===== config.mk =====
export PLATFORM = sky130hd
export DESIGN_NAME = http_byte_range_parser
export DESIGN_NICKNAME = d
export VERILOG_FILES = /design/src/design/brp_pkg.sv /design/src/design/brp_parse.sv /design/src/design/brp_out_fifo.sv /design/src/design/http_byte_range_parser.sv
export SDC_FILE = /design/constraint.sdc
export NUM_CORES = 2
export LEC_CHECK = 0
export BUFFER_PORTS_ARGS = -buffer_cell sky130_fd_sc_hd__buf_4
export CAP_MARGIN = 30
export CORE_MARGIN = 4
export CORE_UTILIZATION = 54
export CTS_BUF_LIST = sky130_fd_sc_hd__clkbuf_16
export DETAILED_ROUTE_END_ITERATION = 10
export PLACE_DENSITY = 0.74
export SETUP_SLACK_MARGIN = 0.5
export SLEW_MARGIN = 20
export SYNTH_ARGS = -nofsm -noshare
export SYNTH_HDL_FRONTEND = slang
export SYNTH_SLANG_ARGS = --single-unit

===== constraint.sdc =====
create_clock -name i_clk -period 10.2 [get_ports i_clk]
set_input_delay 1.02 -clock i_clk [delete_from_list [all_inputs] [get_ports i_clk]]
set_output_delay 1.02 -clock i_clk [all_outputs]
set_load 0.01 [all_outputs]

===== src/design/brp_pkg.sv =====
// Shared types, codes and constants for the HTTP byte range parser.
`timescale 1ns / 1ps

package brp_pkg;

    localparam int RANGE_W = 48;
    localparam int SIZE_W  = 49;
    localparam int CFG_W   = 48;

    localparam logic [2:0] PREFIX_LEN = 3'd6;

    localparam logic [7:0] CH_COMMA = 8'h2C;
    localparam logic [7:0] CH_DASH  = 8'h2D;
    localparam logic [7:0] CH_0     = 8'h30;
    localparam logic [7:0] CH_9     = 8'h39;
    localparam logic [7:0] CH_B     = 8'h62;
    localparam logic [7:0] CH_Y     = 8'h79;
    localparam logic [7:0] CH_T     = 8'h74;
    localparam logic [7:0] CH_E     = 8'h65;
    localparam logic [7:0] CH_S     = 8'h73;
    localparam logic [7:0] CH_EQ    = 8'h3D;

    typedef enum logic [3:0] {
        ERR_OK          = 4'd0,
        ERR_PREFIX      = 4'd1,
        ERR_NO_DASH     = 4'd2,
        ERR_START_NODIG = 4'd3,
        ERR_START_BAD   = 4'd4,
        ERR_END_NODIG   = 4'd5,
        ERR_END_BAD     = 4'd6,
        ERR_ORDER       = 4'd7,
        ERR_OVER_MAX    = 4'd8,
        ERR_TOO_MANY    = 4'd9
    } t_err;

    typedef enum logic {
        PH_START = 1'b0,
        PH_END   = 1'b1
    } t_phase;

    typedef struct packed {
        logic nonempty;
        logic sdigit;
        logic sbad;
        logic sbadnodig;
        logic edigit;
    } t_flags;

    typedef struct packed {
        logic                is_status;
        logic [RANGE_W-1:0]  range_start;
        logic [RANGE_W-1:0]  range_end;
        logic [SIZE_W-1:0]   range_size;
        t_err                status_code;
        logic                last_result;
    } t_result;

    // Results made by one character: a range first, then the status.
    typedef struct packed {
        logic    rng_valid;
        logic    sts_valid;
        t_result rng;
        t_result sts;
    } t_push;

    function automatic logic [7:0] prefix_char(input logic [2:0] pos);
        logic [7:0] ch;
        case (pos)
            3'd0:    ch = CH_B;
            3'd1:    ch = CH_Y;
            3'd2:    ch = CH_T;
            3'd3:    ch = CH_E;
            3'd4:    ch = CH_S;
            default: ch = CH_EQ;
        endcase
        return ch;
    endfunction

endpackage


===== src/design/brp_parse.sv =====
// Per-character header state and the range checks that close a token.
`timescale 1ns / 1ps

module brp_parse
    import brp_pkg::*;
#(
    parameter int OFFSET_BITS = 48
) (
    input  logic             i_clk,
    input  logic             i_rst_n,
    input  logic             i_fire,
    input  logic [7:0]       i_char,
    input  logic             i_last,
    input  logic [CFG_W-1:0] i_max_size,
    output t_push            o_push
);

    localparam int OB = OFFSET_BITS;
    localparam int TW = OFFSET_BITS + 2;
    localparam int PW = OFFSET_BITS + 4;
    localparam logic [OB-1:0] OFF_MASK = {OB{1'b1}};

    logic [2:0]    r_pos,   n_pos;
    t_phase        r_phase, n_phase;
    logic [OB-1:0] r_start, n_start;
    logic [OB-1:0] r_end,   n_end;
    t_flags        r_flags, n_flags;
    t_err          r_err,   n_err;
    logic [TW-1:0] r_total, n_total;

    logic [OB-1:0] max_m;
    logic [TW-1:0] max_x3;
    logic          digit;
    logic [OB-1:0] acc_sel;
    logic [PW-1:0] acc_prod;
    logic [OB-1:0] acc_sat;
    logic          tok_end;
    logic [OB-1:0] tok_s;
    logic [OB-1:0] tok_e;
    logic [OB:0]   tok_sz;
    t_err          sts_code;

    assign max_m  = OB'(i_max_size);
    assign max_x3 = (TW'(max_m) << 1) + TW'(max_m);
    assign digit  = i_char inside {[CH_0:CH_9]};

    // One shared times-ten-plus-digit unit, saturating at the offset range.
    assign acc_sel  = (r_phase == PH_END) ? r_end : r_start;
    assign acc_prod = (PW'(acc_sel) << 3) + (PW'(acc_sel) << 1)
                    + PW'(4'(i_char - CH_0));
    assign acc_sat  = (acc_prod > PW'(OFF_MASK)) ? OFF_MASK : OB'(acc_prod);

    always_comb begin
        n_pos    = r_pos;
        n_phase  = r_phase;
        n_start  = r_start;
        n_end    = r_end;
        n_flags  = r_flags;
        n_err    = r_err;
        n_total  = r_total;
        tok_end  = 1'b0;
        tok_s    = '0;
        tok_e    = '0;
        tok_sz   = '0;
        sts_code = ERR_OK;
        o_push   = '0;

        if (i_fire) begin
            if (r_err == ERR_OK) begin
                if (r_pos < PREFIX_LEN) begin
                    if (i_char == prefix_char(r_pos)) begin
                        n_pos = r_pos + 3'd1;
                    end else begin
                        n_err = ERR_PREFIX;
                    end
                end else if (i_char == CH_COMMA) begin
                    tok_end = 1'b1;
                end else begin
                    n_flags.nonempty = 1'b1;
                    if (r_phase == PH_START) begin
                        if (digit) begin
                            n_start        = acc_sat;
                            n_flags.sdigit = 1'b1;
                        end else if (i_char == CH_DASH) begin
                            n_phase = PH_END;
                            if (r_flags.sbad) begin
                                n_err = r_flags.sbadnodig ? ERR_START_NODIG : ERR_START_BAD;
                            end
                        end else if (!r_flags.sbad) begin
                            n_flags.sbad = 1'b1;
                            if (!r_flags.sdigit) begin
                                n_flags.sbadnodig = 1'b1;
                            end
                        end
                    end else begin
                        if (digit) begin
                            n_end          = acc_sat;
                            n_flags.edigit = 1'b1;
                        end else begin
                            n_err = r_flags.edigit ? ERR_END_BAD : ERR_END_NODIG;
                        end
                    end
                end

                if (i_last && n_err == ERR_OK) begin
                    if (n_pos < PREFIX_LEN) begin
                        n_err = ERR_PREFIX;
                    end else begin
                        tok_end = 1'b1;
                    end
                end

                // Close the token: checks run as order, bound, then total.
                if (tok_end) begin
                    if (n_flags.nonempty) begin
                        if (n_phase == PH_START) begin
                            n_err = ERR_NO_DASH;
                        end else begin
                            tok_s  = n_start;
                            tok_e  = n_flags.edigit ? n_end : (max_m - OB'(1));
                            tok_sz = (OB + 1)'(tok_e) - (OB + 1)'(tok_s) + (OB + 1)'(1);
                            if (tok_s > tok_e) begin
                                n_err = ERR_ORDER;
                            end else if (tok_e > max_m) begin
                                n_err = ERR_OVER_MAX;
                            end else if (r_total > max_x3) begin
                                n_err = ERR_TOO_MANY;
                            end else begin
                                n_total                = r_total + TW'(tok_sz);
                                o_push.rng_valid       = 1'b1;
                                o_push.rng.range_start = RANGE_W'(tok_s);
                                o_push.rng.range_end   = RANGE_W'(tok_e);
                                o_push.rng.range_size  = SIZE_W'(tok_sz);
                            end
                        end
                    end
                    n_phase = PH_START;
                    n_start = '0;
                    n_end   = '0;
                    n_flags = '0;
                end
            end

            if (i_last) begin
                sts_code                = n_err;
                o_push.sts_valid        = 1'b1;
                o_push.sts.is_status    = 1'b1;
                o_push.sts.status_code  = sts_code;
                o_push.sts.last_result  = 1'b1;
                n_pos   = '0;
                n_phase = PH_START;
                n_start = '0;
                n_end   = '0;
                n_flags = '0;
                n_err   = ERR_OK;
                n_total = '0;
            end
        end
    end

    always_ff @(posedge i_clk) begin
        if (!i_rst_n) begin
            r_pos   <= '0;
            r_phase <= PH_START;
            r_start <= '0;
            r_end   <= '0;
            r_flags <= '0;
            r_err   <= ERR_OK;
            r_total <= '0;
        end else begin
            r_pos   <= n_pos;
            r_phase <= n_phase;
            r_start <= n_start;
            r_end   <= n_end;
            r_flags <= n_flags;
            r_err   <= n_err;
            r_total <= n_total;
        end
    end

    a_status_clears: assert property (@(posedge i_clk) disable iff (!i_rst_n)
        o_push.sts_valid |=> (r_err == ERR_OK && r_pos == 3'd0 && r_total == '0))
        else $error("header state not cleared after status");

    a_status_only_last: assert property (@(posedge i_clk) disable iff (!i_rst_n)
        o_push.sts_valid |-> (i_fire && i_last))
        else $error("status without final character");

    a_frozen_no_range: assert property (@(posedge i_clk) disable iff (!i_rst_n)
        (r_err != ERR_OK) |-> !o_push.rng_valid)
        else $error("range emitted after an error");

endmodule


===== src/design/brp_out_fifo.sv =====
// Four-entry result queue taking up to two results per cycle.
`timescale 1ns / 1ps

module brp_out_fifo
    import brp_pkg::*;
(
    input  logic    i_clk,
    input  logic    i_rst_n,
    input  t_push   i_push,
    input  logic    i_stall,
    output logic    o_valid,
    output t_result o_data,
    output logic    o_space
);

    localparam int DEPTH = 4;
    localparam int AW    = $clog2(DEPTH);

    t_result        r_mem [DEPTH];
    logic [AW-1:0]  r_wp, n_wp;
    logic [AW-1:0]  r_rp, n_rp;
    logic [AW:0]    r_count, n_count;
    logic           pop;
    logic [1:0]     push_n;

    assign o_valid = (r_count != '0);
    assign o_data  = r_mem[r_rp];
    assign o_space = (r_count <= (AW + 1)'(DEPTH - 2));
    assign pop     = o_valid && !i_stall;
    assign push_n  = 2'(i_push.rng_valid) + 2'(i_push.sts_valid);

    always_comb begin
        n_wp    = r_wp + AW'(push_n);
        n_rp    = r_rp + AW'(pop);
        n_count = r_count + (AW + 1)'(push_n) - (AW + 1)'(pop);
    end

    always_ff @(posedge i_clk) begin
        if (i_push.rng_valid) begin
            r_mem[r_wp] <= i_push.rng;
            if (i_push.sts_valid) begin
                r_mem[r_wp + AW'(1)] <= i_push.sts;
            end
        end else if (i_push.sts_valid) begin
            r_mem[r_wp] <= i_push.sts;
        end
    end

    always_ff @(posedge i_clk) begin
        if (!i_rst_n) begin
            r_wp    <= '0;
            r_rp    <= '0;
            r_count <= '0;
        end else begin
            r_wp    <= n_wp;
            r_rp    <= n_rp;
            r_count <= n_count;
        end
    end

    a_no_overflow: assert property (@(posedge i_clk) disable iff (!i_rst_n)
        r_count <= (AW + 1)'(DEPTH))
        else $error("result queue overflow");

    a_push_needs_room: assert property (@(posedge i_clk) disable iff (!i_rst_n)
        (push_n != 2'd0) |-> (r_count <= (AW + 1)'(DEPTH - 2)))
        else $error("push without two free entries");

endmodule


===== src/design/http_byte_range_parser.sv =====
// Top level of the HTTP byte range parser: input register, parser, result queue.
//
//  Channel   Direction  Handshake          Payload
//  --------  ---------  -----------------  ------------------------------------------
//  input     in         i_valid / o_stall  i_char_code, i_last_char
//  result    out        o_valid / i_stall  o_is_status, o_range_start, o_range_end,
//                                          o_range_size, o_status_code, o_last_result
//  config    in         i_cfg_wr_en        i_cfg_wr_data (max_size)
//
// One item per cycle is accepted while o_stall is low; an item is parsed while it sits in the
// input register, and its results are written into the result queue, which drives the output.
// The four-entry result queue sets the pace: an item is parsed only while two entries
// are free, so a final character can push its range and its status together.
// Reset (synchronous, active low) empties the queue, clears header state and sets
// max_size to 1. o_stall rises only while the input register holds an item that waits
// for queue room; i_stall holds the head result in place.
`timescale 1ns / 1ps

module http_byte_range_parser
    import brp_pkg::*;
#(
    parameter int OFFSET_BITS = 48
) (
    input  logic               i_clk,
    input  logic               i_rst_n,
    // configuration
    input  logic               i_cfg_wr_en,
    input  logic [CFG_W-1:0]   i_cfg_wr_data,
    // input items
    input  logic               i_valid,
    output logic               o_stall,
    input  logic [7:0]         i_char_code,
    input  logic               i_last_char,
    // result items
    output logic               o_valid,
    input  logic               i_stall,
    output logic               o_is_status,
    output logic [RANGE_W-1:0] o_range_start,
    output logic [RANGE_W-1:0] o_range_end,
    output logic [SIZE_W-1:0]  o_range_size,
    output logic [3:0]         o_status_code,
    output logic               o_last_result
);

    logic [CFG_W-1:0] r_max_size;

    // input register
    logic             r_in_valid;
    logic [7:0]       r_in_char;
    logic             r_in_last;

    logic             q_space;
    logic             fire;
    logic             accept;
    t_push            push;
    t_result          head;

    // Parse the held item once the queue can take both of its results.
    assign fire    = r_in_valid && q_space;
    assign o_stall = r_in_valid && !q_space;
    assign accept  = i_valid && !o_stall;

    always_ff @(posedge i_clk) begin
        if (!i_rst_n) begin
            r_max_size <= CFG_W'(1);
        end else if (i_cfg_wr_en) begin
            r_max_size <= i_cfg_wr_data;
        end
    end

    // Load a new item on accept; drop the valid when the held one is parsed.
    always_ff @(posedge i_clk) begin
        if (!i_rst_n) begin
            r_in_valid <= 1'b0;
        end else if (accept) begin
            r_in_valid <= 1'b1;
        end else if (fire) begin
            r_in_valid <= 1'b0;
        end
    end

    always_ff @(posedge i_clk) begin
        if (accept) begin
            r_in_char <= i_char_code;
            r_in_last <= i_last_char;
        end
    end

    brp_parse #(
        .OFFSET_BITS (OFFSET_BITS)
    ) u_parse (
        .i_clk      (i_clk),
        .i_rst_n    (i_rst_n),
        .i_fire     (fire),
        .i_char     (r_in_char),
        .i_last     (r_in_last),
        .i_max_size (r_max_size),
        .o_push     (push)
    );

    brp_out_fifo u_out_fifo (
        .i_clk   (i_clk),
        .i_rst_n (i_rst_n),
        .i_push  (push),
        .i_stall (i_stall),
        .o_valid (o_valid),
        .o_data  (head),
        .o_space (q_space)
    );

    assign o_is_status   = head.is_status;
    assign o_range_start = head.range_start;
    assign o_range_end   = head.range_end;
    assign o_range_size  = head.range_size;
    assign o_status_code = head.status_code;
    assign o_last_result = head.last_result;

    a_stall_means_held: assert property (@(posedge i_clk) disable iff (!i_rst_n)
        o_stall |=> r_in_valid)
        else $error("held item lost while stalled");

endmodule


Word-level counts from Yosys, hierarchy flattened

Memories as Yosys holds them, arrays and structs flattened. A register that Yosys moved wholly into a read port is not among the register bits.
Index checks and enable logic that the tools add are counted.

Add/subtract/negate cells: 15
Magnitude comparators: 9
Eq/ne operators: 18
Muxes and demuxes: 123
Bitwise gates (word level): 1
Reduce and logical (&&, ||, !) cells: 23

Operators with widths:

| operator                                                                           | count |
|---|---|
| 145-bit 2-to-1 mux                                                                 | 8 |
| 48-bit 2-to-1 mux                                                                  | 21 |
| 50-bit 2-to-1 mux                                                                  | 8 |
| 151-bit 2-to-1 mux                                                                 | 1 |
| 48-bit greater-than comparator                                                     | 2 |
| 4-bit 2-to-1 mux                                                                   | 20 |
| 51-bit by 49-bit adder with 52-bit output                                          | 1 |
| 52-bit by 4-bit adder with 52-bit output                                           | 1 |
| 52-bit by 48-bit greater-than comparator with 1-bit output (second input constant) | 1 |
| 49-bit by 48-bit adder with 50-bit output                                          | 1 |
| 50-bit by 49-bit adder with 50-bit output                                          | 1 |
| 50-bit greater-than comparator                                                     | 1 |
| 49-bit by 1-bit adder with 49-bit output (second input constant)                   | 1 |
| 48-bit by 48-bit subtractor with 49-bit output                                     | 1 |
| 48-bit by 1-bit subtractor with 48-bit output (second input constant)              | 1 |
| 5-bit 2-to-1 mux                                                                   | 9 |
| 1-bit 2-to-1 mux                                                                   | 39 |
| 7-bit one-hot mux with 5 select lines                                              | 1 |
| 4-bit inequality test (second input constant)                                      | 7 |
| 3-bit 2-to-1 mux                                                                   | 8 |
| 8-bit 2-to-1 mux                                                                   | 3 |
| 8-bit by 6-bit equality test with 1-bit output (second input constant)             | 2 |
| 2-bit 2-to-1 mux                                                                   | 5 |
| 2-bit nonzero test                                                                 | 5 |
| 29 further kinds                                                                   | 41 |

Register bits after elaboration: 224
Memory bits (writable): 604
Output and inout port bits: 153
Logic and storage cells: 208
Memories: 1

Memory list:

| memory           | depth | width | rd ports | clocked after Yosys merged registers in | wr ports | RTL line           | source |
|---|---|---|---|---|---|---|---|
| u_out_fifo.r_mem | 4     | 151   | 1        | 1                                       | 2        | brp_out_fifo.sv:19 | `t_result r_mem [DEPTH];` |

Longest topological paths before layout

Depth after elaboration: 24
Mapped depth: 48
Mapped depth without buffers: 42

Cells and area by module

Synthesis repeated with hierarchy kept, for this count alone.

Cells, all modules: 5,281
Area, all modules: 58,093.2 um2

Modules (own cells, without submodules):

| module                 | times used | cells an instance | area an instance (um2) |
|---|---|---|---|
| brp_out_fifo           | 1          | 1,515             | 29,449.5 |
| brp_parse              | 1          | 3,597             | 26,485.4 |
| http_byte_range_parser | 1          | 169               | 2,158.3 |

Worst setup path before layout

Ideal clock, no wire load.

Path type: flip-flop to flip-flop
From: register u_parse.r_phase
To: register u_parse.r_total[49]
Library setup time: 0.070 ns
Arrival time: 10.733 ns
Required time: 10.130 ns
Path slack: -0.603 ns
Cell stages (with the launch flop): 47
Buffers on the path: 5
Period minus slack after synthesis: 10.803 ns
Cell sequence: dfxtp_1 clkbuf_1 clkbuf_1 mux2_2 fa_1 fa_1 a211oi_1 o21bai_1 o2111ai_1 o21ai_0 a32oi_1 a21oi_1 o21ai_0 mux2i_1 buf_1 buf_2 nor4_2 mux2i_2 (+11 left out) o21ai_0 a21o_1 a41oi_1 a211oi_1 xor2_1 ha_1 clkbuf_1 nand4_1 nor2_1 o21ai_0 a41oi_1 a311oi_1 o41ai_1 nand2_1 o311ai_1 a2111oi_0 or4_1 a21oi_1

Cells in the longest elaborated chain, start to end: 23

Ends and longest elaborated chain:

| item                                                       | RTL line         | source |
|---|---|---|
| start: declaration                                         | brp_parse.sv:24  | `t_phase r_phase, n_phase;` |
| start signal: assignment                                   | brp_parse.sv:172 | `r_phase <= n_phase;` |
| 48-bit 2-to-1 mux                                          | brp_parse.sv:48  | `assign acc_sel = (r_phase == PH_END) ? r_end : r_start;` |
| 51-bit by 49-bit adder with 52-bit output                  | brp_parse.sv:49  | `assign acc_prod = (PW'(acc_sel) << 3) + (PW'(acc_sel) << 1)` |
| 52-bit by 4-bit adder with 52-bit output                   | brp_parse.sv:50  | `+ PW'(4'(i_char - CH_0));` |
| 52-bit by 48-bit greater-than comparator with 1-bit output | brp_parse.sv:51  | `assign acc_sat = (acc_prod > PW'(OFF_MASK)) ? OFF_MASK : OB'(acc_prod);` |
| 48-bit 2-to-1 mux                                          | brp_parse.sv:51  |  |
| 48-bit 2-to-1 mux                                          | brp_parse.sv:96  | `if (digit) begin` |
| 48-bit 2-to-1 mux                                          | brp_parse.sv:80  | `if (r_phase == PH_START) begin` |
| 48-bit 2-to-1 mux                                          | brp_parse.sv:76  | `end else if (i_char == CH_COMMA) begin` |
| (+7 left out)                                              | -                |  |
| 50-bit 2-to-1 mux                                          | brp_parse.sv:126 | `end else if (r_total > max_x3) begin` |
| 50-bit 2-to-1 mux                                          | brp_parse.sv:124 | `end else if (tok_e > max_m) begin` |
| 50-bit 2-to-1 mux                                          | brp_parse.sv:122 | `if (tok_s > tok_e) begin` |
| 50-bit 2-to-1 mux                                          | brp_parse.sv:116 | `if (n_phase == PH_START) begin` |
| 50-bit 2-to-1 mux                                          | brp_parse.sv:115 | `if (n_flags.nonempty) begin` |
| 50-bit 2-to-1 mux                                          | brp_parse.sv:114 | `if (tok_end) begin` |
| 50-bit 2-to-1 mux                                          | brp_parse.sv:69  | `if (r_err == ERR_OK) begin` |
| 50-bit 2-to-1 mux                                          | brp_parse.sv:144 | `if (i_last) begin` |
| end signal: assignment                                     | brp_parse.sv:177 | `r_total <= n_total;` |
| end: declaration                                           | brp_parse.sv:29  | `logic [TW-1:0] r_total, n_total;` |

Parallel ways exist; a longest one is shown, timed or not. The select of a mux whose other input is x is not followed.
A chain may end at the register's enable or synchronous reset.

Worst setup path after layout

Same ends and word-level chain as after synthesis.

==> impl_metrics.json <==
{
  "cellLeakagePower_nw": 25.3,
  "fmax_mhz": 103,
  "grt_pass1_vias": 42500,
  "antenna_left": 0,
  "synth_top_family_by_area": "compound AO/OA/AOI/OAI gates",
  "cap_violations": 0,
  "holdCritPathClass": "register to register",
  "finalSetupTns_ns": 0,
  "core-area_sq_mm": 0.0903,
  "synth_mux_area_share_pct": 9.13,
  "wl_per_cell_um": 23.3,
  "drive_above_1_share_pct": 22.2,
  "yosys_warnings": 0,
  "ir_worst_vdd_uv": 147,
  "die-area_sq_mm": 0.0961,
  "min-delay-start": "u_out_fifo.r_mem[3][135]",
  "grt_pass1_wl_um": 246000,
  "synthTopCellsByArea": "dfxtp_1 (32%), ha_1 (13%), mux4_2 (6.9%)",
  "finalCritPeriodShare_pct": 94.9,
  "cp-start-kind": "register",
  "grt_max_degree": 75,
  "synth_fa_ha_area_share_pct": 12.8,
  "grt.total_usage_pct": 32.6,
  "port_buffers": 214,
  "slew_headroom_pct": 33.6,
  "layout_commonest_cell": "dfxtp_1",
  "wl_um": 163000,
  "rrSetupSlack_ns": 0.52,
  "synthDistinctLibCells": 96,
  "r2r_cells": 45,
  "rr_startpoint": "u_parse.r_phase",
  "seq_area_frac_synth_pct": 34.1,
  "synth_top_area_cell": "dfxtp_1",
  "drc": 0,
  "overflow": 0,
  "place_ws_ns": -0.269,
  "cp_common_cell": "buf_4",
  "synth-simple-area-share_pct": 12.5,
  "regArea_sq_mm": 0.0168,
  "cts-hold-fix-buffers": 0,
  "multiInputGateArea_sq_mm": 0.0319,
  "syn_inst": 5291,
  "clk_latency_ns": 0.69,
  "rsz0062_at_grt": "true",
  "ios": 215,
  "synth_compound_area_share_pct": 22.6,
  "num-nets-final": 6307,
  "yosysTopAreaCellShare_pct": 32.3,
  "area_growth_pct": 20.4,
  "setup-violations-final": 0,
  "critical_path.slowest_cell": "dfxtp_4",
  "power.total_mw": 8.98,
  "start_util_pct": 54.5,
  "final_cell_area_sq_mm": 0.0593,
  "cts_max_level": 3,
  "cts_max_path_buffers": 3,
  "skew_ns": 0.0269,
  "via_count": 44000,
  "post-place-cells": 6766,
  "crit_type": "register to register",
  "worst-endpoint-arrival_ns": 10.29,
  "gp_congestion": 1.00,
  "synth_xor_area_share_pct": 4.16,
  "p_per_area_mw_per_mm2": 151,
  "first_pass_iters": 6,
  "syn_avg_cell_area_sq_um": 9.30,
  "min_period_ns": 9.68,
  "fin_ws_ns": 0.516,
  "min_path_cells": 2,
  "numCtsBuffers": 85,
  "numClockSinks": 824,
  "hold_viol": 0,
  "synth-main-ff-cell": "dfxtp_1",
  "status": "completed",
  "mostFrequentLayoutCells": "dfxtp_1 (791), buf_4 (616), nand2_1 (543)",
  "layout.cells.non_filler": 6983,
  "hpwl_um": 118000,
  "path_clk_slew_ns": 0.06,
  "synth_edf_count": 29,
  "die_h_um": 310,
  "worstMarginPinSlew_ns": 0.996,
  "synthArstFlopShare_pct": 0,
  "post_dp_cell_area_sq_mm": 0.0541,
  "cts_tree": "done",
  "avgViaCountPerCell": 6.30,
  "critical_path.max_fanout": 6,
  "timing.rr.end": "u_parse.r_total[49]",
  "syn_area_sq_mm": 0.0492,
  "slew_violations": 0,
  "cts_root_buf": "clkbuf_16",
  "cpPeakStageDelay_ns": 0.41,
  "row_count": 110,
  "fillCellCount": 7238,
  "antenna_found_initial": 1,
  "die_width_um": 310,
  "crit_required_ns": 10.81,
  "ys_ff_latch": 824,
  "end_kind": "register",
  "worstHoldEndpoint": "u_out_fifo.r_mem[3][135]",
  "first_iter_violations": 4451,
  "synth_fp_nets": 5853
}
cell type report:
class | instances | share of cell area, %
clock buffer | 85 | 3.59
inverter | 240 | 1.52
clock inverter | 63 | 0.964
antenna | 1 | 0.00422
timing repair buffer | 661 | 9.24
multi-input combinational | 3933 | 53.9
tap | 1176 | 2.48
sequential | 824 | 28.3
cell families (layout without fill, tap and decap cells):
family,Yosys count,in the layout
AOI/OAI and AO/OA,1679,1679
and+or+nand+nor,1266,1266
DFF,824,824
buffers and inverters,534,1049
adders and majority gates,500,500
muxes,254,254
xor gates and xnor gates,234,234
other,0,1
synthesized netlist by cell type, types with 42 or more instances:
cell type  count
dfxtp_1      795
nand2_1      547
o21ai_0      519
ha_1         494
nor2_1       326
a22o_1       325
a21oi_1      293
inv_1        238
clkbuf_1     191
xnor2_1      165
a21o_1       157
mux4_2       150
nand4_1       71
xor2_1        69
nand3_1       59
mux2i_1       54
mux2_2        48
nor3_1        42
worst max path at each step:
| stage | startpoint | slack (ns) | end | depth (start not counted) |
|---|---|---|---|---|
| after global placement | u_parse.r_phase | -0.03 | u_parse.r_total[49] | 44 |
| final | u_parse.r_phase | 0.52 | u_parse.r_total[49] | 45 |
| after detailed placement | u_parse.r_phase | -0.27 | u_parse.r_total[49] | 43 |
| after CTS | u_parse.r_phase | 0.48 | u_parse.r_total[49] | 43 |
| after global routing | u_parse.r_phase | 0.24 | u_parse.r_total[49] | 45 |
| after floorplan | u_parse.r_phase | 0.53 | u_parse.r_total[49] | 46 |
worst max-delay path, delay by kind of cell, from the launching register on:
family          cells  cell delay [ns]
mux                 1             0.40
compound gates     19             3.41
fa+ha+maj           5             1.45
buf+inv             9             1.41
xor+xnor            1             0.19
simple gates       10             2.30
flops               1             0.41
per-stage QoR:
stage / utilization (%) / hold slack, ns
4_1_cts: 64.1 / 0.451
2_1_floorplan: - / 0.420
5_1_grt: 65.7 / 0.470
3_3_place_gp: 60.0 / 0.428
6_report: 65.7 / 0.449
3_5_place_dp: 60.0 / 0.437
report_power, final:
part	internal (mW)	switching, mW	leakage, nW
logic	1.12	1.43	17.2
registers	3.27	0.0913	6.66
clock network	1.73	1.35	1.38
total	6.11	2.87	25.3
registers in the layout (all words and copies together), names as in the netlist:
name,count
u_out_fifo.r_count,3
r_max_size,48
u_out_fifo.r_wp,2
r_in_valid,1
u_parse.r_start,48
u_parse.r_phase,1
u_out_fifo.r_mem,600
u_parse.r_pos,3
r_in_last,1
u_parse.r_end,48
u_parse.r_total,50
u_out_fifo.r_rp,2
u_parse.r_err,4
u_parse.r_flags,5
r_in_char,8
metal layers:
| metal | vias up | GRT usage [%] | share of wire [%] |
|---|---|---|---|
| met4 | 0 | 14.8 | 5.2 |
| met2 | 1768 | 53.2 | 46 |
| met3 | 395 | 4.21 | 6.5 |
| li1 | 20300 | - | - |
| met5 | - | 0 | 0 |
| met1 | 21500 | 43.3 | 42 |
what timing repair did:
item,in CTS,in global routing
setup buffers,25,35
setup endpoints to repair,332,579
gates cloned,5,0
gates resized for setup,111,190
pin swaps,62,91
(Power assumes the default switching activity.)
